File: config.mk
export PLATFORM = sky130hd
export DESIGN_NAME = kts_ctrl
export DESIGN_NICKNAME = d
export VERILOG_FILES = /design/src/hdl/kts_pkg.sv /design/src/hdl/kts_ctrl.sv
export SDC_FILE = /design/constraint.sdc
export NUM_CORES = 1
export LEC_CHECK = 0
export ABC_AREA = 1
export BUFFER_PORTS_ARGS = -buffer_cell sky130_fd_sc_hd__buf_2
export CAP_MARGIN = 20
export CELL_PAD_IN_SITES_DETAIL_PLACEMENT = 0
export CELL_PAD_IN_SITES_GLOBAL_PLACEMENT = 1
export CORE_AREA = 2 2 39 41
export CTS_BUF_LIST = sky130_fd_sc_hd__clkbuf_4 sky130_fd_sc_hd__clkbuf_8
export DETAILED_ROUTE_END_ITERATION = 6
export DIE_AREA = 0 0 41 43
export GPL_ROUTABILITY_DRIVEN = 0
export PLACE_DENSITY = 0.55
export SLEW_MARGIN = 20
export SYNTH_ARGS = -nofsm -noshare
export SYNTH_HDL_FRONTEND = slang
export SYNTH_SLANG_ARGS = --single-unit
File: constraint.sdc
create_clock -name clk -period 2.8 [get_ports clk]
set_clock_uncertainty 0.2 [all_clocks]
set_input_delay 0.56 -clock clk [delete_from_list [all_inputs] [get_ports clk]]
set_output_delay 0.56 -clock clk [all_outputs]
set_load 0.005 [all_outputs]
File: src/hdl/kts_pkg.sv
// Shared types, constants and helpers of the k-mer table search block.
package kts_pkg;

	localparam int TABLE_DEPTH = 65536;
	localparam int MAX_K       = 32;
	localparam int KEY_W       = 64;
	localparam int ADDR_W      = $clog2(TABLE_DEPTH);
	localparam int CNT_W       = ADDR_W + 1;
	localparam int CFG_IDX_W   = 1;
	localparam int CFG_DATA_W  = 17;

	typedef enum logic [1:0] {
		OP_LOAD     = 2'd0,
		OP_LOOKUP   = 2'd1,
		OP_NEIGHBOR = 2'd2,
		OP_NONE     = 2'd3
	} op_t;

	typedef enum logic [CFG_IDX_W-1:0] {
		REG_KMER_LENGTH = 1'd0,
		REG_ENTRY_COUNT = 1'd1
	} cfg_reg_t;

	typedef enum logic [2:0] {
		ST_IDLE,
		ST_INIT,
		ST_ISSUE,
		ST_COMPARE,
		ST_EMIT
	} state_t;

	typedef struct packed {
		op_t         operation;
		logic [15:0] entry_index;
		logic [63:0] key_value;
	} req_item_t;

	typedef struct packed {
		logic [63:0] probed_kmer;
		logic        found;
		logic [15:0] position;
		logic        last_of_run;
	} res_item_t;

	typedef struct packed {
		logic load;     // write table entry from the request
		logic capture;  // latch a lookup request
		logic start;    // begin a search for the current probe
		logic issue;    // read the table at mid
		logic update;   // narrow the interval with the read data
		logic emit;     // move the result to the output register
	} ctl_cmd_t;

	typedef struct packed {
		logic searching;
		logic last_probe;
		logic res_full;
	} dp_sts_t;

	// low 2*bases bits set; 32 or more bases gives the whole word
	function automatic logic [KEY_W-1:0] kmer_mask(input logic [5:0] bases);
		logic [KEY_W-1:0] m;
		if (bases >= 6'd32)
			m = '1;
		else
			m = (KEY_W'(1) << {bases, 1'b0}) - KEY_W'(1);
		return m;
	endfunction

endpackage

File: src/hdl/kts_ctrl.sv
// Sequencing state machine: request intake, search steps, result hand-off.
module kts_ctrl (
	input  logic             clk,
	input  logic             arst_n,
	input  logic             req_valid,
	output logic             req_stall,
	input  kts_pkg::op_t     op,
	input  kts_pkg::dp_sts_t sts,
	output kts_pkg::ctl_cmd_t cmd
);

	kts_pkg::state_t state_q, state_d;
	logic accept;

	always_ff @(posedge clk or negedge arst_n) begin
		if (!arst_n)
			state_q <= kts_pkg::ST_IDLE;
		else
			state_q <= state_d;
	end

	always_comb begin
		state_d   = state_q;
		cmd       = '0;
		req_stall = 1'b1;
		accept    = 1'b0;
		unique case (state_q)
			kts_pkg::ST_IDLE: begin
				req_stall = 1'b0;
				accept    = req_valid;
				if (accept) begin
					unique case (op) inside
						kts_pkg::OP_LOAD: cmd.load = 1'b1;
						kts_pkg::OP_LOOKUP, kts_pkg::OP_NEIGHBOR: begin
							cmd.capture = 1'b1;
							state_d     = kts_pkg::ST_INIT;
						end
						default: ;
					endcase
				end
			end
			kts_pkg::ST_INIT: begin
				cmd.start = 1'b1;
				state_d   = kts_pkg::ST_ISSUE;
			end
			kts_pkg::ST_ISSUE: begin
				if (sts.searching) begin
					cmd.issue = 1'b1;
					state_d   = kts_pkg::ST_COMPARE;
				end else
					state_d = kts_pkg::ST_EMIT;
			end
			kts_pkg::ST_COMPARE: begin
				cmd.update = 1'b1;
				state_d    = kts_pkg::ST_ISSUE;
			end
			kts_pkg::ST_EMIT: begin
				if (!sts.res_full) begin
					cmd.emit = 1'b1;
					state_d  = sts.last_probe ? kts_pkg::ST_IDLE : kts_pkg::ST_INIT;
				end
			end
			default: state_d = kts_pkg::ST_IDLE;
		endcase
	end

endmodule

Yosys cells after proc, flatten, opt, wreduce, memory -nomap -nowiden
Index checks and enable logic that the tools add are counted.
- register bits after elaboration: 3
- output and inout bits: 7
- logic and storage cells: 32
- eq/ne operators: 9
- multiplexer cells: 17
- reduce and logical (&&, ||, !) cells: 5
- operators by type and width (operator ; number):
    3-bit two-way mux ; 4
    3-bit case mux with 4 select lines ; 1
    1-bit two-way mux ; 10
    3-bit by 2-bit == test with 1-bit output (second input constant) ; 2
    2-bit two-way mux ; 2
    2-bit inequality test (second input constant) ; 2
    2-bit OR reduction ; 2
    3-bit by 1-bit == test with 1-bit output (second input constant) ; 1
    3-bit == test (second input constant) ; 1
    3-bit logical NOT ; 1
    3-bit AND reduction ; 1
    2-bit by 1-bit == test with 1-bit output (second input constant) ; 1
    2-bit == test (second input constant) ; 1
    2-bit logical NOT ; 1
    2-bit by 1-bit inequality test with 1-bit output (second input constant) ; 1

Logic depth before layout (Yosys ltp)
Gate-level depths: netlist (run 1).
- depth after elaboration: 5
- mapped depth: 6

Worst setup path before layout (run 1)
Ideal clock, no wire load.
- kind: input to output
- from: input port op[0]
- to: output port cmd[4] (netlist name)
- data arrival time: 1.009 ns
- data required time: 2.040 ns
- slack: 1.031 ns
- stages on the path: 4
- path through: inv_1 -> ha_1 -> nand2_1 -> nor2_1
- RTL lines (what ; RTL line ; text):
    start: declaration ; kts_ctrl.sv:7 ; input kts_pkg::op_t op,
    end: declaration ; kts_ctrl.sv:9 ; output kts_pkg::ctl_cmd_t cmd

==> results of run 1 <==
-- routing by layer --
layer | up-vias | part of all wire [%] | GRT usage (%)
met5 | - | 0 | 0
met3 | 0 | 12 | 3.14
met1 | 89 | 52 | 8.68
li1 | 136 | - | -
met2 | 10 | 36 | 8.75
met4 | 0 | 0 | 4.00
-- worst min path at each step --
stage                      start                endpoint  slack [ns]  depth (start not counted)
after global placement    arst_n  state_q[1]$_DFFE_PN0P_        0.16                          1
after global routing      sts[2]  state_q[2]$_DFFE_PN0P_        0.34                          2
final                     sts[2]  state_q[2]$_DFFE_PN0P_        0.34                          2
after detailed placement  arst_n  state_q[2]$_DFFE_PN0P_        0.16                          1
after floorplan           arst_n  state_q[0]$_DFFE_PN0P_        0.06                          0
after CTS                 sts[2]  state_q[2]$_DFFE_PN0P_        0.33                          2
-- cell families (layout without fill, tap and decap cells) --
| group | Yosys count | after routing | synth area share, % |
|---|---|---|---|
| AOI/OAI and AO/OA | 2 | 2 | 6.71 |
| DFF | 3 | 3 | 36.6 |
| buffers and inverters | 5 | 24 | 9.15 |
| adders and majority gates | 1 | 1 | 6.10 |
| and+or+nand+nor | 19 | 19 | 41.5 |
-- report_power, final --
group	internal, µW	switching (µW)
combinational	60.8	76.8
clock	63.1	22.9
sequential	63.0	27.2
-- area by class of cell --
class / instances / share of cell area (%)
Sequential cell: 3 / 22.4
Timing Repair Buffer: 15 / 23.9
Tap cell: 16 / 5.97
Multi-Input combinational cell: 22 / 33.2
Clock buffer: 4 / 8.96
Inverter: 5 / 5.60
-- per-stage QoR --
| stage | area [µm²] | worst slack (ns) | util [%] | cells |
|---|---|---|---|---|
| floorplan | 205 | 1.03 | - | 30 |
| global placement | 295 | 0.851 | 21.3 | 60 |
| detailed placement | 295 | 0.847 | 21.3 | 60 |
| CTS | 335 | 0.846 | 24.2 | 65 |
| global route | 335 | 0.815 | 24.2 | 65 |
| finish | 335 | 0.855 | 24.2 | 65 |
-- layout by cell type (no fill, tap or decap) --
cell type / netlist / final
nand3_1: 3 / 3
dlygate4sd3_1: 0 / 1
a21oi_2: 1 / 1
ha_1: 1 / 1
inv_2: 2 / 2
o21ai_1: 1 / 1
nor4_1: 1 / 1
buf_2: 0 / 14
nand2_2: 1 / 1
dfrtp_1: 3 / 3
nor2_1: 4 / 4
nand4_1: 1 / 1
nand2_1: 8 / 8
clkbuf_4: 0 / 4
nor2_2: 1 / 1
inv_1: 3 / 3
-- synthesized netlist by cell type (all sizes together) --
cell	instances
nor4	1
dfrtp	3
a21oi	1
ha	1
nand2	9
nor2	5
nand3	3
inv	5
nand4	1
o21ai	1
==> results.toml, run 1 <==
[status]
status = "completed"

[cts]
cts_inserted_buffers = 3
clk_latency_ns = 0.23
htreeDepth = 1
post_cts_buffers = 0
clock_path_buffers = 2
cts.sinks = 3
root_buffer = "clkbuf_4"
cts_hold_buf = 1
cts_tree = "done"
clkTransAtPathRegs_ns = 0.04
cts_resized = 0

[hold_path]
hold_path.class = "primary input to flop"

[route]
drt_first_pass_iters = 2
routed_via_density = 3.62
wirelength_um = 505
drc_errors = 0
antenna_left = 0
drtIter0Drc = 7
vias = 235
wl_per_cell_um = 7.77

[global_routing]
antenna_found_initial = 0
grt_pass1_vias = 212
overflow = 0
grt_pass1_wl_um = 786
grt_max_degree = 7
grt_use_total_pct = 6.73

[final_layout]
num-nets-final = 59
n_fill_cell = 165
regArea_um2 = 75.1
syn_to_final_growth_pct = 63.4
drive_gt1_share_pct = 46.9
largest_register_ffs = 3
multiInputGateArea_um2 = 111
reg_top3 = "state_q (3)"
num_antenna_cells = 0
max_flop_register = "state_q"

[timing]
setup_tns_ns = 0
maxClockFrequency_ghz = 0.514
rsz0062_at_grt = "no"
period_share_pct = 69.5
finalMaxSlewViolations = 0
worstMarginPinSlew_ns = 0.213
setup_violations = 0
min_period_ns = 1.95
hold_violations = 0
fin_hold_ws_ns = 0.335
relSlewSlack_pct = 85.7

[logic_synthesis]
synth_seq_cells = 3
synth_cells = 30
ys_top_cells_by_area = "dfrtp_1, nand2_1, nand3_1"
synth_fp_nets = 39
synth_area_per_cell_um2 = 6.84
syn-cell-area_um2 = 205
yosys_warnings = 0
yosysTopAreaCell = "dfrtp_1"
yosys.cell_types.count = 13
yosysSeqAreaShare_pct = 36.6
synth_top_area_share_pct = 36.6

[power_and_ir_drop]
finalPower_uw = 314
leakage_uw = 0.000201
power.density_mw_per_mm2 = 936
ir_worst_vdd_v = 0.000380

[critical_path]
reg2reg_depth = 4
cp_cell_sequence = "buf_2 -> inv_1 -> ha_1 -> nand2_1 -> nor2_1 -> buf_2"
cp_top_family = "adder cells"
worstPathArrival_ns = 1.19
crit_required_ns = 2.04
cpMostUsedCell = "buf_2"
crit_start = "op[0]"
regToRegSetupSlack_ns = 1.63
worst_r2r_endpoint = "state_q[0]$_DFFE_PN0P_"
endpoint = "cmd[4]"
crit_type = "primary input to output port"
slowest_delay_ns = 0.26
r2r-start = "state_q[0]$_DFFE_PN0P_"
path_buf_inv = 3
cp_max_fo = 2
startpoint_type = "primary input"
cp_slowest_cell = "ha_1"
crit_cells = 6
end_kind = "output port"

[die]
io_pins = 15
core_mm2 = 0.00138
die_area_mm2 = 0.00176
die_h_um = 43
dieWidth_um = 41
fp-row-count = 14
initial_core_util_pct = 14.8

[run]
drv_cap = 0

[placement]
hpwl_um = 405
portBuffers = 14
No activity file was read; power rests on OpenSTA's default activity.
==> inputs of run 2 (changes only) <==
--- a/config.mk
+++ b/config.mk
@@ -15,7 +15,7 @@
 export DETAILED_ROUTE_END_ITERATION = 6
 export DIE_AREA = 0 0 41 43
 export GPL_ROUTABILITY_DRIVEN = 0
-export PLACE_DENSITY = 0.55
+export PLACE_DENSITY = 0.57
 export SLEW_MARGIN = 20
 export SYNTH_ARGS = -nofsm -noshare
 export SYNTH_HDL_FRONTEND = slang
==> constraint.sdc (replaced) <==
create_clock -name clk -period 1.75 [get_ports clk]
set_clock_uncertainty 0.2 [all_clocks]
set_input_delay 0.35 -clock clk [delete_from_list [all_inputs] [get_ports clk]]
set_output_delay 0.35 -clock clk [all_outputs]
set_load 0.005 [all_outputs]
==> run 2 against run 1 <==
Against the previous run: clock-buffer cell count unchanged; combinational power increased by 73%; utilization increased by 1.4 points; global-route usage increased by 0.31 points; non-clock buffer count increased by 1; routed wire length increased by 11%; critical path type is now flop to output port; largest cell class unchanged; largest power group unchanged.
==> results.toml, run 2 (synthesis gave the netlist of run 1 again) <==
[final_layout]
reg_top3 = "state_q (3)"
regArea_um2 = 76.3
final_common_cell = "buf_2"
drive_gt1_share_pct = 52.0
n_fill_cell = 170
multiInputGateArea_um2 = 123
syn_to_final_growth_pct = 73.2
num_antenna_cells = 0
num-nets-final = 60
instances_no_fill = 66
final_cell_mix = "buf_2, nand2_1, nor2_1, clkbuf_4"
max_flop_register = "state_q"
largest_register_ffs = 3

[critical_path]
r2r-start = "state_q[2]$_DFFE_PN0P_"
slowest_delay_ns = 0.46
startpoint_type = "flop"
crit_required_ns = 1.20
crit_type = "flop to output port"
cp_slowest_cell = "dfrtp_1"
cp_max_fo = 6
reg2reg_depth = 4
cp_cell_sequence = "nor2_4 -> nand2_2 -> nor2_1 -> buf_2"
regToRegSetupSlack_ns = 0.58
worstPathArrival_ns = 1.11
worst_r2r_endpoint = "state_q[0]$_DFFE_PN0P_"
end_kind = "output port"

[cts]
clkTransAtPathRegs_ns = 0.04
root_buffer = "clkbuf_4"
cts.sinks = 3
clk_latency_ns = 0.24
cts_tree = "done"
cts_inserted_buffers = 3
clock_path_buffers = 2
htreeDepth = 1

[global_routing]
grt_pass1_wl_um = 786
grt_max_degree = 7
grt_pass1_vias = 222
overflow = 0
antenna_found_initial = 0
grt_use_total_pct = 7.04

[status]
status = "completed"

[timing]
setup_violations = 0
relSlewSlack_pct = 82.5
min_period_ns = 1.66
period_share_pct = 95.1
maxClockFrequency_ghz = 0.601
finalMaxSlewViolations = 0
hold_violations = 0
worstMarginPinSlew_ns = 0.263

[route]
routed_via_density = 3.92
wl_per_cell_um = 8.53
wirelength_um = 563
vias = 259
antenna_left = 0
drt_first_pass_iters = 4
drc_errors = 0
drtIter0Drc = 2

[die]
fp-row-count = 14
dieWidth_um = 41
initial_core_util_pct = 14.8
die_area_mm2 = 0.00176
io_pins = 15
die_h_um = 43
core_mm2 = 0.00138

[power_and_ir_drop]
power.density_mw_per_mm2 = 1520
leakage_uw = 0.000206
ir_worst_vdd_v = 0.000568
finalPower_uw = 542

[hold_path]
hold_path.class = "primary input to flop"
hold_end = "state_q[2]$_DFFE_PN0P_"
min_path_cells = 2
holdCritStartpoint = "sts[2]"

[run]
drv_cap = 0

[placement]
hpwl_um = 416
portBuffers = 14
post-place-cells = 60
run 2: cell count changes in the layout (fill, tap and decap cells not counted), sizes merged:
cell,change
buf,+1
run 2: where the power goes:
group,total (µW),switching (µW),internal [µW]
registers,161,58.2,103
logic,239,128,111
clock network,142,40.5,101
run 2: how the worst max path moves through the flow:
stage	cells past startpoint	to	slack, ns	start
6_report	4	cmd[4]	0.09	state_q[1]$_DFFE_PN0P_
2_1_floorplan	4	cmd[4]	0.40	op[0]
3_5_place_dp	6	cmd[4]	0.21	op[0]
4_1_cts	4	cmd[4]	0.03	state_q[0]$_DFFE_PN0P_
5_1_grt	4	cmd[5]	-0.005	state_q[1]$_DFFE_PN0P_
3_3_place_gp	6	cmd[4]	0.21	op[0]
run 2: cell type report:
class                      count  area share (%)
clock buffer                   4            8.45
inverter                       5            5.28
multi-input combinational     22            34.5
sequential                     3            21.5
tap                           16            5.63
timing repair buffer          16            24.6
run 2: worst max-delay path: cells and delay by family, from the launching register on:
family        cells  cell delay [ns]
buf+inv           1             0.11
flops             1             0.46
simple gates      3             0.30
run 2: what timing repair did:
| item | in CTS | in global routing |
|---|---|---|
| hold endpoints to repair | 3 | 0 |
| setup buffers | 0 | 1 |
| endpoints found under the setup margin | 0 | 4 |
| hold buffers | 1 | 0 |
| gates resized for setup | 0 | 3 |
run 2: per-layer routing:
layer  vias to the layer above  GRT usage, %  part of all wire, %
met5                         -             0                    0
met4                         0          6.00                    0
met3                         0          3.14                   11
met2                        12          9.06                   44
met1                       112          8.39                   45
li1                        135             -                    -
run 2: through the flow:
stage               setup WS, ns  setup TNS (ns)  hold slack [ns]  cell area (µm²)  utilization, %
floorplan                  0.401               0           -0.146              205               -
global placement           0.214               0          -0.0519              295            21.3
detailed placement         0.208               0          -0.0500              295            21.3
CTS                       0.0267               0            0.106              335            24.2
global route            -0.00489        -0.00489            0.121              355            25.7
finish                    0.0864               0            0.117              355            25.7
==> inputs of run 3 (changes only) <==
--- a/config.mk
+++ b/config.mk
@@ -15,6 +15,7 @@
 export DETAILED_ROUTE_END_ITERATION = 6
 export DIE_AREA = 0 0 41 43
 export GPL_ROUTABILITY_DRIVEN = 0
+export MAX_ROUTING_LAYER = met4
 export PLACE_DENSITY = 0.57
 export SLEW_MARGIN = 20
 export SYNTH_ARGS = -nofsm -noshare
==> constraint.sdc (replaced) <==
create_clock -name clk -period 1.5 [get_ports clk]
set_clock_uncertainty 0.2 [all_clocks]
set_input_delay 0.3 -clock clk [delete_from_list [all_inputs] [get_ports clk]]
set_output_delay 0.3 -clock clk [all_outputs]
set_load 0.005 [all_outputs]
==> run 3 against run 2 <==
Against the previous run: the run now ends with setup timing left; critical endpoint is now cmd[0]; total power increased by 31%; register-to-register slack got worse by 0.31 ns; utilization increased by 2.4 points; highest routed layer unchanged.
==> results.toml, run 3 (synthesis gave the netlist of run 1 again) <==
[critical_path]
end_kind = "output port"
crit_required_ns = 1.00
worstPathArrival_ns = 1.09
worst_r2r_endpoint = "state_q[0]$_DFFE_PN0P_"
crit_type = "flop to output port"
startpoint_type = "flop"
crit_start = "state_q[1]$_DFFE_PN0P_"
regToRegSetupSlack_ns = 0.27
endpoint = "cmd[0]"
reg2reg_depth = 5
cp_max_fo = 4
r2r-start = "state_q[0]$_DFFE_PN0P_"

[final_layout]
reg_top3 = "state_q (3)"
num-nets-final = 64
multiInputGateArea_um2 = 120
max_flop_register = "state_q"
syn_to_final_growth_pct = 89.0
largest_register_ffs = 3
num_antenna_cells = 0
n_fill_cell = 160
regArea_um2 = 77.6
drive_gt1_share_pct = 59.3
final_cell_mix = "buf_2, nand2_1, nor2_1, clkbuf_4, buf_4"
final_common_cell = "buf_2"

[cts]
cts_tree = "done"
root_buffer = "clkbuf_4"
clock_path_buffers = 2
cts_inserted_buffers = 3
clk_latency_ns = 0.24
clkTransAtPathRegs_ns = 0.04
htreeDepth = 1
cts.sinks = 3

[timing]
finalMaxSlewViolations = 0
relSlewSlack_pct = 86.8
min_period_ns = 1.59
setup_slack_ns = -0.0853
hold_violations = 0
period_share_pct = 106
maxClockFrequency_ghz = 0.631
worstMarginPinSlew_ns = 0.197
setup_tns_ns = -0.343
setup_violations = 6
rsz0062_at_grt = "yes"

[route]
drc_errors = 0
wl_per_cell_um = 8.33
vias = 267
antenna_left = 0
wirelength_um = 583
drtIter0Drc = 7
routed_via_density = 3.81
drt_first_pass_iters = 4

[power_and_ir_drop]
leakage_uw = 0.000225
power.density_mw_per_mm2 = 1830
ir_worst_vdd_v = 0.000663

[status]
violations = "setup timing"
status = "finished, violations left"

[die]
initial_core_util_pct = 14.8
core_mm2 = 0.00138
fp-row-count = 14
io_pins = 15
dieWidth_um = 41
die_h_um = 43
die_area_mm2 = 0.00176

[global_routing]
grt_use_total_pct = 7.92
antenna_found_initial = 0
overflow = 0
grt_pass1_vias = 257
grt_pass1_wl_um = 883
grt_max_degree = 7

[placement]
dp_slack_ns = 0.0655
hpwl_um = 423
portBuffers = 14

[hold_path]
min_path_cells = 2
hold_path.class = "primary input to flop"

[run]
drv_cap = 0
==> run 3: changes by cell type in the layout (fill, tap and decap cells not counted) <==
| cell | change |
|---|---|
| buf_6 | +1 |
| nand2_1 | -1 |
| nand2_2 | +1 |
| nor2_4 | -1 |
| buf_4 | +3 |
| dfrtp_2 | +1 |
| nor2_2 | +1 |
| dfrtp_1 | -1 |
==> run 3: repair_timing <==
action                                  in CTS  in global routing
buffers inserted                             2                  1
hold buffers                                 1                  0
hold endpoints to repair                     3                  0
pin swaps                                    2                  2
gates cloned                                 0                  0
endpoints found under the setup margin       6                  6
gates resized for setup                      5                  0
==> run 3: metal layers <==
layer / wire (µm) / up-vias / GRT usage (%) / share of wire (%)
met5: 0 / - / - / 0
met4: 0 / 0 / 6.00 / 0
met3: 63 / 0 / 3.14 / 11
met2: 258 / 14 / 10.6 / 44
met1: 261 / 110 / 9.00 / 45
li1: - / 143 / - / -
==> run 3: critical path, cell delays in order (launching register included) <==
cell     delay [ns]
dfrtp_2        0.43
nor4_2         0.27
buf_2          0.15
==> run 3: worst min-delay path by stage <==
stage / startpoint / to / slack, ns
floorplan: arst_n / state_q[0]$_DFFE_PN0P_ / -0.20
global placement: arst_n / state_q[1]$_DFFE_PN0P_ / -0.10
detailed placement: arst_n / state_q[1]$_DFFE_PN0P_ / -0.10
CTS: sts[2] / state_q[2]$_DFFE_PN0P_ / 0.06
global route: sts[2] / state_q[2]$_DFFE_PN0P_ / 0.07
finish: sts[2] / state_q[2]$_DFFE_PN0P_ / 0.06
==> run 3: power breakdown <==
| part | switching [µW] | internal [µW] |
|---|---|---|
| Clock | 45.8 | 118 |
| Sequential | 50.8 | 123 |
| Combinational | 177 | 194 |
| Total | 273 | 435 |
==> run 3: per-stage QoR <==
stage / power, µW / utilization, % / instances / instance area, µm² / hold WS, ns
floorplan: 334 / - / 30 / 205 / -0.196
global placement: 472 / 22.4 / 62 / 310 / -0.102
detailed placement: 467 / 22.4 / 62 / 310 / -0.101
CTS: 704 / 27.5 / 69 / 380 / 0.0577
global route: 775 / 28.0 / 70 / 388 / 0.0684
finish: 709 / 28.0 / 70 / 388 / 0.0645
==> run 3: final cells by class <==
class | instances | area share (%)
inverters | 5 | 4.84
flip-flops and latches | 3 | 20.0
clock buffers | 4 | 7.74
repair buffers | 20 | 31.3
well taps | 16 | 5.16
multi-input cells | 22 | 31.0
